## config.mk

```make
export PLATFORM = sky130hd
export DESIGN_NAME = touch_pad_swipe_decoder
export DESIGN_NICKNAME = d
export VERILOG_FILES = /design/src/rtl/tpsd_pkg.sv /design/src/rtl/tpsd_pad_select.sv /design/src/rtl/touch_pad_swipe_decoder.sv
export SDC_FILE = /design/constraint.sdc
export NUM_CORES = 1
export LEC_CHECK = 0
export BUFFER_PORTS_ARGS = -buffer_cell sky130_fd_sc_hd__buf_2
export CORE_UTILIZATION = 55
export CTS_CLUSTER_SIZE = 25
export DETAILED_ROUTE_END_ITERATION = 7
export GPL_TIMING_DRIVEN = 0
export PLACE_DENSITY = 0.84
export SETUP_SLACK_MARGIN = 0.1
export SYNTH_ARGS = -nofsm -noshare
export SYNTH_HDL_FRONTEND = slang
export SYNTH_HIERARCHICAL = 1
export SYNTH_SLANG_ARGS = --single-unit
```

## constraint.sdc

```tcl
create_clock -name clk -period 7.5 [get_ports clk]
set_input_delay 0.375 -clock clk [delete_from_list [all_inputs] [get_ports clk]]
set_output_delay 0.375 -clock clk [all_outputs]
set_load 0.01 [all_outputs]
```

## src/rtl/tpsd_pkg.sv

```systemverilog
// tpsd_pkg: shared types, widths, codes and the in-row swipe table for the
// touch pad swipe decoder; no dependencies
package tpsd_pkg;

  localparam int READING_WIDTH   = 16;
  localparam int TIME_WIDTH      = 32;
  localparam int CFG_WIDTH       = 16;
  localparam int CFG_INDEX_WIDTH = 1;
  localparam int PAD_COUNT       = 6;

  localparam logic [CFG_INDEX_WIDTH-1:0] CFG_TOUCH_THRESHOLD = 1'd0;
  localparam logic [CFG_INDEX_WIDTH-1:0] CFG_IDLE_TIMEOUT    = 1'd1;

  localparam logic [CFG_WIDTH-1:0] THRESHOLD_RESET = 16'd40;
  localparam logic [CFG_WIDTH-1:0] TIMEOUT_RESET   = 16'd250;

  localparam logic [2:0] PAD_NONE      = 3'd7;
  localparam logic [2:0] NO_TOUCH_CODE = 3'd6;
  localparam logic [1:0] ROW_NONE      = 2'd3;
  localparam logic [1:0] ROW_TOP       = 2'd0;
  localparam logic [1:0] ROW_BOTTOM    = 2'd1;

  localparam logic [2:0] G_NONE  = 3'd0;
  localparam logic [2:0] G_UP    = 3'd1;
  localparam logic [2:0] G_DOWN  = 3'd2;
  localparam logic [2:0] G_RIGHT = 3'd3;
  localparam logic [2:0] G_LEFT  = 3'd4;

  typedef struct packed {
    logic [READING_WIDTH-1:0] pad0_reading;
    logic [READING_WIDTH-1:0] pad1_reading;
    logic [READING_WIDTH-1:0] pad2_reading;
    logic [READING_WIDTH-1:0] pad3_reading;
    logic [READING_WIDTH-1:0] pad4_reading;
    logic [READING_WIDTH-1:0] pad5_reading;
    logic                     button_level;
    logic [TIME_WIDTH-1:0]    now_ms;
  } in_t;

  typedef struct packed {
    logic [2:0] gesture_code;
    logic       sensing_enabled;
    logic       enable_toggled;
    logic [2:0] touched_pad;
  } out_t;

  typedef logic [PAD_COUNT-1:0][READING_WIDTH-1:0] readings_t;

  function automatic logic [1:0] row_of(input logic [2:0] pad);
    row_of = (pad <= 3'd2) ? ROW_TOP : ROW_BOTTOM;
  endfunction

  // swipe within one row; pads in different rows or unknown give none
  function automatic logic [2:0] horizontal_code(input logic [2:0] from_pad,
                                                 input logic [2:0] to_pad);
    logic is_right;
    is_right = (from_pad == 3'd1 && to_pad == 3'd0) ||
               (from_pad == 3'd0 && to_pad == 3'd2) ||
               (from_pad == 3'd2 && to_pad == 3'd1) ||
               (from_pad == 3'd3 && to_pad == 3'd4) ||
               (from_pad == 3'd4 && to_pad == 3'd5) ||
               (from_pad == 3'd5 && to_pad == 3'd3);
    if (from_pad >= 3'd6 || to_pad >= 3'd6 || from_pad == to_pad ||
        row_of(from_pad) != row_of(to_pad)) begin
      horizontal_code = G_NONE;
    end else if (is_right) begin
      horizontal_code = G_RIGHT;
    end else begin
      horizontal_code = G_LEFT;
    end
  endfunction

endpackage

```

## src/rtl/tpsd_pad_select.sv

```systemverilog
// tpsd_pad_select: priority pick of the lowest touched pad
// depends on tpsd_pkg
module tpsd_pad_select (
  input  tpsd_pkg::readings_t            readings,
  input  logic [tpsd_pkg::CFG_WIDTH-1:0] threshold,
  output logic [2:0]                     pad
);
  import tpsd_pkg::*;

  logic [PAD_COUNT-1:0] hit;

  // zero reading never counts as a touch
  always_comb begin
    for (int i = 0; i < PAD_COUNT; i++) begin
      hit[i] = (readings[i] != '0) &&
               (CFG_WIDTH'(readings[i]) < threshold);
    end
  end

  always_comb begin
    pad = PAD_NONE;
    for (int i = PAD_COUNT - 1; i >= 0; i--) begin
      if (hit[i]) begin
        pad = 3'(i);
      end
    end
  end

endmodule

```

## src/rtl/touch_pad_swipe_decoder.sv

```systemverilog
// touch_pad_swipe_decoder: top level, scan register, gesture state and
// result register; depends on tpsd_pkg and tpsd_pad_select
//
// One scan request in, one result request out, in order. A scan lands in an
// input register; from there a single pass of compare and select logic
// (touch pick, idle timeout, row and swipe decision) updates the gesture
// state and loads the result register once that register is empty or being
// drained. Throughput is one scan per clock while the result side takes one
// per clock. A scan passes the input register and then the result register
// before its result shows on out_valid. The input register frees as soon as
// its scan moves into the result register, so a new scan is taken while an
// earlier result still waits. Configuration writes on the cfg port take
// effect at once and are meant for when no scan is in flight.
module touch_pad_swipe_decoder (
  input  logic                                 clk,
  input  logic                                 rst_n,
  input  logic                                 in_valid,
  output logic                                 in_ready,
  input  tpsd_pkg::in_t                        in_data,
  output logic                                 out_valid,
  input  logic                                 out_ready,
  output tpsd_pkg::out_t                       out_data,
  input  logic                                 cfg_we,
  input  logic [tpsd_pkg::CFG_INDEX_WIDTH-1:0] cfg_addr,
  input  logic [tpsd_pkg::CFG_WIDTH-1:0]       cfg_wdata
);
  import tpsd_pkg::*;

  // configuration
  logic [CFG_WIDTH-1:0] threshold_r;
  logic [CFG_WIDTH-1:0] timeout_r;

  // scan register and result register
  logic s1_valid_r;
  in_t  s1_data_r;
  logic out_valid_r;
  out_t out_data_r;
  out_t out_data_nxt;
  logic advance;

  // gesture state
  logic                  enable_r,     enable_nxt;
  logic                  prev_btn_r,   prev_btn_nxt;
  logic [2:0]            prev_pad_r,   prev_pad_nxt;
  logic [2:0]            row_pad_r,    row_pad_nxt;
  logic [1:0]            prev_row_r,   prev_row_nxt;
  logic [TIME_WIDTH-1:0] last_time_r,  last_time_nxt;
  logic                  vert_r,       vert_nxt;
  logic                  vert_down_r,  vert_down_nxt;

  readings_t             readings;
  logic [2:0]            pick;
  logic [2:0]            pad;
  logic [1:0]            row;
  logic                  toggled;
  logic [TIME_WIDTH-1:0] elapsed;
  logic [2:0]            code;

  // scan moves on when the result register is empty or being drained
  assign advance   = s1_valid_r && (!out_valid_r || out_ready);
  assign in_ready  = !s1_valid_r || advance;
  assign out_valid = out_valid_r;
  assign out_data  = out_data_r;

  assign readings[0] = s1_data_r.pad0_reading;
  assign readings[1] = s1_data_r.pad1_reading;
  assign readings[2] = s1_data_r.pad2_reading;
  assign readings[3] = s1_data_r.pad3_reading;
  assign readings[4] = s1_data_r.pad4_reading;
  assign readings[5] = s1_data_r.pad5_reading;

  tpsd_pad_select u_pad_select (
    .readings  (readings),
    .threshold (threshold_r),
    .pad       (pick)
  );

  // modular time since last touch, wrap handled by the subtract width
  assign elapsed = s1_data_r.now_ms - last_time_r;

  always_comb begin
    toggled       = !s1_data_r.button_level && prev_btn_r;
    enable_nxt    = enable_r ^ toggled;
    prev_btn_nxt  = s1_data_r.button_level;
    prev_pad_nxt  = prev_pad_r;
    row_pad_nxt   = row_pad_r;
    prev_row_nxt  = prev_row_r;
    last_time_nxt = last_time_r;
    vert_nxt      = vert_r;
    vert_down_nxt = vert_down_r;
    code          = G_NONE;
    // pads are ignored entirely while sensing is off
    pad           = enable_nxt ? pick : PAD_NONE;
    row           = row_of(pad);

    if (enable_nxt) begin
      if (pad == PAD_NONE) begin
        // idle long enough: forget the gesture in progress
        if (elapsed > TIME_WIDTH'(timeout_r)) begin
          prev_pad_nxt  = PAD_NONE;
          row_pad_nxt   = PAD_NONE;
          prev_row_nxt  = ROW_NONE;
          vert_nxt      = 1'b0;
          vert_down_nxt = 1'b0;
        end
      end else begin
        last_time_nxt = s1_data_r.now_ms;
        if (!vert_r && prev_row_r != ROW_NONE && row != prev_row_r) begin
          // row change latches vertical mode
          if (prev_row_r == ROW_TOP) begin
            code          = G_UP;
            vert_down_nxt = 1'b0;
          end else begin
            code          = G_DOWN;
            vert_down_nxt = 1'b1;
          end
          vert_nxt = 1'b1;
        end else if (vert_r && pad != prev_pad_r) begin
          // latched: any pad change repeats the direction
          code = vert_down_r ? G_DOWN : G_UP;
        end else if (!vert_r) begin
          code        = horizontal_code(row_pad_r, pad);
          row_pad_nxt = pad;
        end
        prev_row_nxt = row;
        prev_pad_nxt = pad;
      end
    end
  end

  always_comb begin
    out_data_nxt.gesture_code    = code;
    out_data_nxt.sensing_enabled = enable_nxt;
    out_data_nxt.enable_toggled  = toggled;
    out_data_nxt.touched_pad     = (pad == PAD_NONE) ? NO_TOUCH_CODE : pad;
  end

  // configuration registers
  always_ff @(posedge clk) begin
    if (!rst_n) begin
      threshold_r <= THRESHOLD_RESET;
      timeout_r   <= TIMEOUT_RESET;
    end else if (cfg_we) begin
      case (cfg_addr)
        CFG_TOUCH_THRESHOLD: threshold_r <= cfg_wdata;
        CFG_IDLE_TIMEOUT:    timeout_r   <= cfg_wdata;
        default:             ;
      endcase
    end
  end

  // scan register
  always_ff @(posedge clk) begin
    if (!rst_n) begin
      s1_valid_r <= 1'b0;
    end else if (in_ready) begin
      s1_valid_r <= in_valid;
    end
  end

  always_ff @(posedge clk) begin
    if (in_valid && in_ready) begin
      s1_data_r <= in_data;
    end
  end

  // result register
  always_ff @(posedge clk) begin
    if (!rst_n) begin
      out_valid_r <= 1'b0;
    end else if (advance) begin
      out_valid_r <= 1'b1;
    end else if (out_ready) begin
      out_valid_r <= 1'b0;
    end
  end

  always_ff @(posedge clk) begin
    if (advance) begin
      out_data_r <= out_data_nxt;
    end
  end

  // gesture state commits as the scan moves into the result register
  always_ff @(posedge clk) begin
    if (!rst_n) begin
      enable_r    <= 1'b1;
      prev_btn_r  <= 1'b1;
      prev_pad_r  <= PAD_NONE;
      row_pad_r   <= PAD_NONE;
      prev_row_r  <= ROW_NONE;
      last_time_r <= '0;
      vert_r      <= 1'b0;
      vert_down_r <= 1'b0;
    end else if (advance) begin
      enable_r    <= enable_nxt;
      prev_btn_r  <= prev_btn_nxt;
      prev_pad_r  <= prev_pad_nxt;
      row_pad_r   <= row_pad_nxt;
      prev_row_r  <= prev_row_nxt;
      last_time_r <= last_time_nxt;
      vert_r      <= vert_nxt;
      vert_down_r <= vert_down_nxt;
    end
  end

endmodule
```

=== Word-level counts from Yosys, hierarchy flattened ===
Cells that the tools add are included.

* Output and inout port bits: 10
* Word-level logic and storage cells: 142
* Bits of input ports: 151
* Bits in registers: 215

* Multiplexer cells: 32
* Order comparisons: 11
* Eq/ne operators: 20
* Bitwise operators: 4
* $add $sub $neg: 1
* Reduce and logical (&&, ||, !) cells: 50

{| class="wikitable"
|+ Operator list
! cell !! count
|-
| $lt A16 B16 Y1 || 6
|-
| $reduce_bool A16 Y1 || 6
|-
| $mux W3 || 16
|-
| $gt A32 B16 Y1 || 1
|-
| $sub A32 B32 Y32 || 1
|-
| $logic_and A1 B1 Y1 || 18
|-
| $eq A3 B3 Y1 const B || 5
|-
| $eq A3 B2 Y1 const B || 4
|-
| $mux W2 || 6
|-
| $logic_or A1 B1 Y1 || 10
|-
| $mux W1 || 10
|-
| $eq A3 B1 Y1 const B || 2
|-
| $ge A3 B3 Y1 const B || 2
|-
| $le A3 B2 Y1 const B || 2
|-
| $logic_not A3 Y1 || 2
|-
| $ne A2 B1 Y1 const B || 3
|-
| $reduce_and A3 Y1 || 2
|-
| $reduce_and A6 Y1 || 1
|-
| $logic_not A1 Y1 || 4
|-
| $ne A2 B2 Y1 const B || 2
|-
| $reduce_and A2 Y1 || 2
|-
| $reduce_and A4 Y1 || 1
|-
| $reduce_bool A2 Y1 || 2
|-
| $eq A3 B3 Y1 || 1
|-
| 7 further kinds || 9
|}

=== Logic depth before layout (Yosys ltp) ===
* Word-level depth: 21
* Depth in mapped cells: 21
* Mapped depth without buffers: 20

=== Modules after synthesis ===
The synthesis kept the hierarchy.

{| class="wikitable"
|+ By module, submodules not included
! module !! times used !! cells an instance !! area each (um2)
|-
| touch_pad_swipe_decoder || 1 || 914 || 9,751.9
|-
| tpsd_pad_select || 1 || 272 || 2,223.4
|}

=== Worst setup path before layout ===
No wires, ideal clock.

* Kind: reg2reg
* Start: register s1_data_r[0] (netlist name)
* End: register prev_pad_r[1]
* Path slack: 3.247 ns
* Period minus slack after synthesis: 4.253 ns
* Cell stages (with the launch flop): 22
* Arrival time: 4.133 ns
* Required time: 7.380 ns
* Path through: edfxtp_1 -> inv_1 -> ha_1 -> fa_1 -> and2b_1 -> o2111ai_1 -> a31o_2 -> and2_1 -> o21ai_0 -> xor2_1 -> ha_1 -> nand4_1 -> nand3b_1 -> nor2_1 -> a21oi_1 -> a211oi_1 -> o311ai_1 -> a2111oi_4 -> nand4_4 -> and2_4 -> buf_6 -> o31a_1

* Cells in the longest elaborated chain, start to end: 4

{| class="wikitable"
|+ RTL lines
! element !! line !! RTL
|-
| start, declared || touch_pad_swipe_decoder.sv:35 || <nowiki>in_t s1_data_r;</nowiki>
|-
| start signal, assigned || touch_pad_swipe_decoder.sv:163 || <nowiki>s1_data_r <= in_data;</nowiki>
|-
| $sub A32 B32 Y32 || touch_pad_swipe_decoder.sv:79 || <nowiki>assign elapsed = s1_data_r.now_ms - last_time_r;</nowiki>
|-
| $gt A32 B16 Y1 || touch_pad_swipe_decoder.sv:99 || <nowiki>if (elapsed > TIME_WIDTH'(timeout_r)) begin</nowiki>
|-
| $ne A2 B2 Y1 (no line) || n/a ||
|-
| $reduce_and A3 Y1 (no line) || n/a ||
|-
| end signal, assigned || touch_pad_swipe_decoder.sv:198 || <nowiki>prev_pad_r <= prev_pad_nxt;</nowiki>
|-
| end, declared || touch_pad_swipe_decoder.sv:44 || <nowiki>logic [2:0] prev_pad_r, prev_pad_nxt;</nowiki>
|}

Every way passes these cells.
A chain may end at the register's enable or synchronous reset.

=== Worst setup path after layout ===
* Start: register threshold_r[15]
* End: register prev_pad_r[1]

* Cells in the longest elaborated chain, start to end: 12
* Elaborated cells between the ends (all ways): 23
* Classes of those cells: order compare (6); eq/ne (2); mux (8); reduce/logical (7)

{| class="wikitable"
|+ RTL lines
! element !! line !! RTL
|-
| start, declared || touch_pad_swipe_decoder.sv:30 || <nowiki>logic [CFG_WIDTH-1:0] threshold_r;</nowiki>
|-
| start signal, assigned || touch_pad_swipe_decoder.sv:145 || <nowiki>CFG_TOUCH_THRESHOLD: threshold_r <= cfg_wdata;</nowiki>
|-
| $lt A16 B16 Y1 || tpsd_pad_select.sv:16 || <nowiki>(CFG_WIDTH'(readings[i]) < threshold);</nowiki>
|-
| $logic_and A1 B1 Y1 || tpsd_pad_select.sv:15 || <nowiki>hit[i] = (readings[i] != '0) &&</nowiki>
|-
| $mux W2 (2 in a row) || tpsd_pad_select.sv:23 || <nowiki>if (hit[i]) begin</nowiki>
|-
| $mux W3 (3 in a row) || tpsd_pad_select.sv:23 ||
|-
| $mux W3 * || tpsd_pad_select.sv:23 ||
|-
| named net pick[1] || touch_pad_swipe_decoder.sv:52 || <nowiki>logic [2:0] pick;</nowiki>
|-
| $mux W3 * || touch_pad_swipe_decoder.sv:93 || <nowiki>pad = enable_nxt ? pick : PAD_NONE;</nowiki>
|-
| $eq A3 B3 Y1 || touch_pad_swipe_decoder.sv:97 || <nowiki>if (pad == PAD_NONE) begin</nowiki>
|-
| $ne A2 B2 Y1 (no line) || n/a ||
|-
| $reduce_and A3 Y1 (no line) || n/a ||
|}

Mark *: on every way through the listed nets, which the timed path passes. The rest lies on a longest branch.

==> summary.md <==
| Metric | Value |
|---|---|
| Global-route wire length before repair | 48,500 µm |
| Final min period | 5.24 ns |
| Unrepaired setup endpoints after global routing | no |
| Filler Cell Count | 1,600 |
| Vias | 10,100 |
| EDFF count, synth | 137 |
| Cts hold-fix bufs | 0 |
| Sequential fraction of the synthesis area | 0.474 |
| Setup TNS | 0 ns |
| Vias in the first global route | 9,883 |
| Crit-path max FO | 9 |
| Most frequent cells in the layout | buf_2, nand2_1, a21oi_1, ha_1, edfxtp_1 |
| Die Ht | 150 µm |
| Synth unique cells | 84 |
| Final net count | 1,662 |
| Drt total wl | 31,300 µm |
| Non-Filler Instances | 1,678 |
| DRT Pass-1 Iters | 5 |
| Row count | 53 |
| Initial antenna violation count | 7 |
| DP HPWL | 23,200 µm |
| CP endpoint kind | flip-flop |
| DIE WIDTH | 150 µm |
| Multi-input logic area | 5850 µm² |
| Syn_area_per_cell | 10.1 µm² |
| Largest area contributor in the netlist | edfxtp_1 |
| Clock Sinks | 215 |
| RePlAce Congestion | 0.933 |
| Post-CTS setup buffer count | 0 |
| Peak Freq | 0.191 GHz |
| Fraction of registers with async set/reset | 0 |
| Leakage | 5.46 nW |
| Startpoint types | flip-flop |
| Die area | 22,400 µm² |
| Slew Viols, Final | 0 |
| Mapped cell area | 12,000 µm² |
| Num CTS Buffers | 24 |
| Register area | 5680 µm² |
| DRC Markers | 0 |
| Syn_nets | 1,475 |
| Worst path required time | 7.91 ns |
| Maximum VDD drop | 182 µV |
| Synth top area share | 0.344 |
| Fin. Hold Viols | 0 |
| Routed Antenna Nets | 0 |
| Status | finished clean |
| Arr. time, crit path | 5.65 ns |
| Core box area | 21,200 µm² |
| Max transition margin | 0.406 |
| Main synth FF type | edfxtp_1 |
| GRT Resource Usage Total | 0.276 |
| Hold Crit Depth | 1 |
| HP Start | in_data[119] |
| Slew @ Worst Pin | 0.891 ns |
| Hold Path Sink | readings[6]$_DFFE_PP_ |
| Placed cell count | 1,622 |
| Skew-Pair Late Insertion Delay | 0.52 ns |
| Final Cycle Share | 0.699 |
| Root Buffer | clkbuf_16 |
| R2R Setup Slk | 2.26 ns |
| Clk buf depth | 3 |
| Yosys reg bits | 215 |
| Starting Density | 0.566 |
| Post-DR vias/cell | 6.02 |
| CTS tree | built |
| Top post-synthesis cells by area | edfxtp_1, ha_1, dfxtp_1, a21oi_1, nand2_1 |
| Finish-stage setup viols | 0 |
| Final Worst Setup Slack | 2.26 ns |
| Max cap viols | 0 |
| Hold Crit Class | in2reg |
| Synth Instances | 1,186 |
| Worst r2r src | threshold_r[15]$_SDFFE_PN0P_ |
| Area Growth Syn to Fin | 16.8% |
| # IOs | 161 |
| Power per standard cell area | 222 nW/µm² |
| Worst Skew | 0.0176 ns |
| PostCTS Resize Cnt | 0 |
| Critical path type | reg2reg |
| Avg WL per Cell | 18.6 µm |
| Place WS | 2.47 ns |
| H-tree levels | 1 |
| Final core utilization | 0.661 |
| Buffers on Ports | 160 |
| Largest net degree at the start of global routing | 66 |
| Share of cells above drive strength 1 | 0.170 |
| Total gr overflow | 0 |
| Reg2reg end | prev_pad_r[1]$_SDFFE_PN1P_ |
| DRT iter0 DRCs | 808 |
| R2r worst-path depth | 17 |
| Register clock-pin slew on the reported worst setup and hold paths | 0.06 ns |
| Yosys warns | 6 |
state kept, by name, summed over array words and instances, names as in the netlist:
| signal | cells |
|---|---|
| prev_pad_r | 3 |
| readings | 96 |
| prev_btn_nxt | 1 |
| s1_data_r | 32 |
| vert_down_r | 1 |
| last_time_r | 32 |
| s1_valid_r | 1 |
| vert_r | 1 |
| timeout_r | 16 |
| prev_btn_r | 1 |
| enable_r | 1 |
| out_data | 8 |
| prev_row_r | 2 |
| threshold_r | 16 |
| out_valid | 1 |
| row_pad_r | 3 |
critical path: stages (launching register included):
cell and delay, ns:
dfxtp_1 0.36, inv_1 0.23, ha_1 0.41, nand4_1 0.17
or3_1 0.42, nor3_1 0.16, or4_4 0.18, o21ai_1 0.15
a211oi_1 0.79, a31o_2 0.39, nand4_1 0.11, nor4_1 0.31
o311ai_1 0.25, a2111oi_4 0.38, nand4_4 0.24, and2_4 0.23
buf_6 0.12, o31a_1 0.23
through the flow:
stage	power (mW)	hold slack [ns]	cell area (µm²)
after CTS	3.10	0.0143	14000
after detailed placement	1.93	0.447	13200
final	3.10	0.0254	14000
after global routing	3.22	0.0110	14000
after floorplan	1.76	0.434	12000
after global placement	1.90	0.442	13100
Yosys cell counts, drive strengths merged, types with 3 or more instances:
library cell	n
nand2	171
a21oi	139
edfxtp	137
ha	137
dfxtp	78
inv	76
nor2	56
o21ai	42
nor4	28
nand4	27
nor3	23
nand3	22
xnor2	21
clkbuf	19
a211oi	17
buf	16
o211ai	16
a21o	15
nor2b	13
o21a	13
a41oi	11
nand2b	10
and2	8
xor2	7
a2111oi	6
nor3b	5
a211o	4
a221oi	4
a31oi	4
and4	4
mux2i	4
o2111ai	4
or3	4
a22oi	3
and3	3
report_power, final:
group | total [mW] | internal (mW) | switching (mW)
sequential | 1.37 | 1.33 | 0.0397
combinational | 0.552 | 0.221 | 0.330
clock | 1.18 | 0.705 | 0.470
final cells by class:
cell class / count / area share
Inverter: 77 / 0.0207
Clock buffer: 38 / 0.0549
Sequential cell: 215 / 0.406
Multi-Input combinational cell: 859 / 0.419
Timing Repair Buffer: 161 / 0.0592
Clock inverter: 6 / 0.00286
Tap cell: 275 / 0.0246
Buffer: 35 / 0.0114
Antenna cell: 12 / 0.00215
how the worst max path moves through the flow:
stage / from / end / slack, ns / cells after the start
global placement: out_ready / readings[84]$_DFFE_PP_ / 2.43 / 4
detailed placement: threshold_r[13]$_SDFFE_PN0P_ / prev_pad_r[1]$_SDFFE_PN1P_ / 2.47 / 17
CTS: threshold_r[13]$_SDFFE_PN0P_ / prev_pad_r[1]$_SDFFE_PN1P_ / 2.43 / 17
finish: threshold_r[15]$_SDFFE_PN0P_ / prev_pad_r[1]$_SDFFE_PN1P_ / 2.26 / 17
floorplan: s1_data_r[0]$_DFFE_PP_ / prev_pad_r[1]$_SDFFE_PN1P_ / 3.25 / 21
global route: threshold_r[13]$_SDFFE_PN0P_ / prev_pad_r[1]$_SDFFE_PN1P_ / 2.05 / 17
logic make-up after synthesis:
family | after synthesis | share of synthesized area
AO/OA/AOI/OAI | 303 | 0.163
XOR/XNOR | 28 | 0.0205
adder cells (fa/ha/maj) | 138 | 0.145
buffers and inverters | 112 | 0.0374
flip-flops | 215 | 0.474
multiplexers | 5 | 0.00428
AND/OR/NAND/NOR | 385 | 0.156
routing by layer:
metal  up-vias  GRT usage  wire, µm
li1       4788          -         -
met1      4788      0.335     12600
met2       425      0.478     14900
met3       108     0.0345      2210
met4         0      0.146      1510
met5         -          0         0
Note: power is estimated with default switching activity, not from simulation.
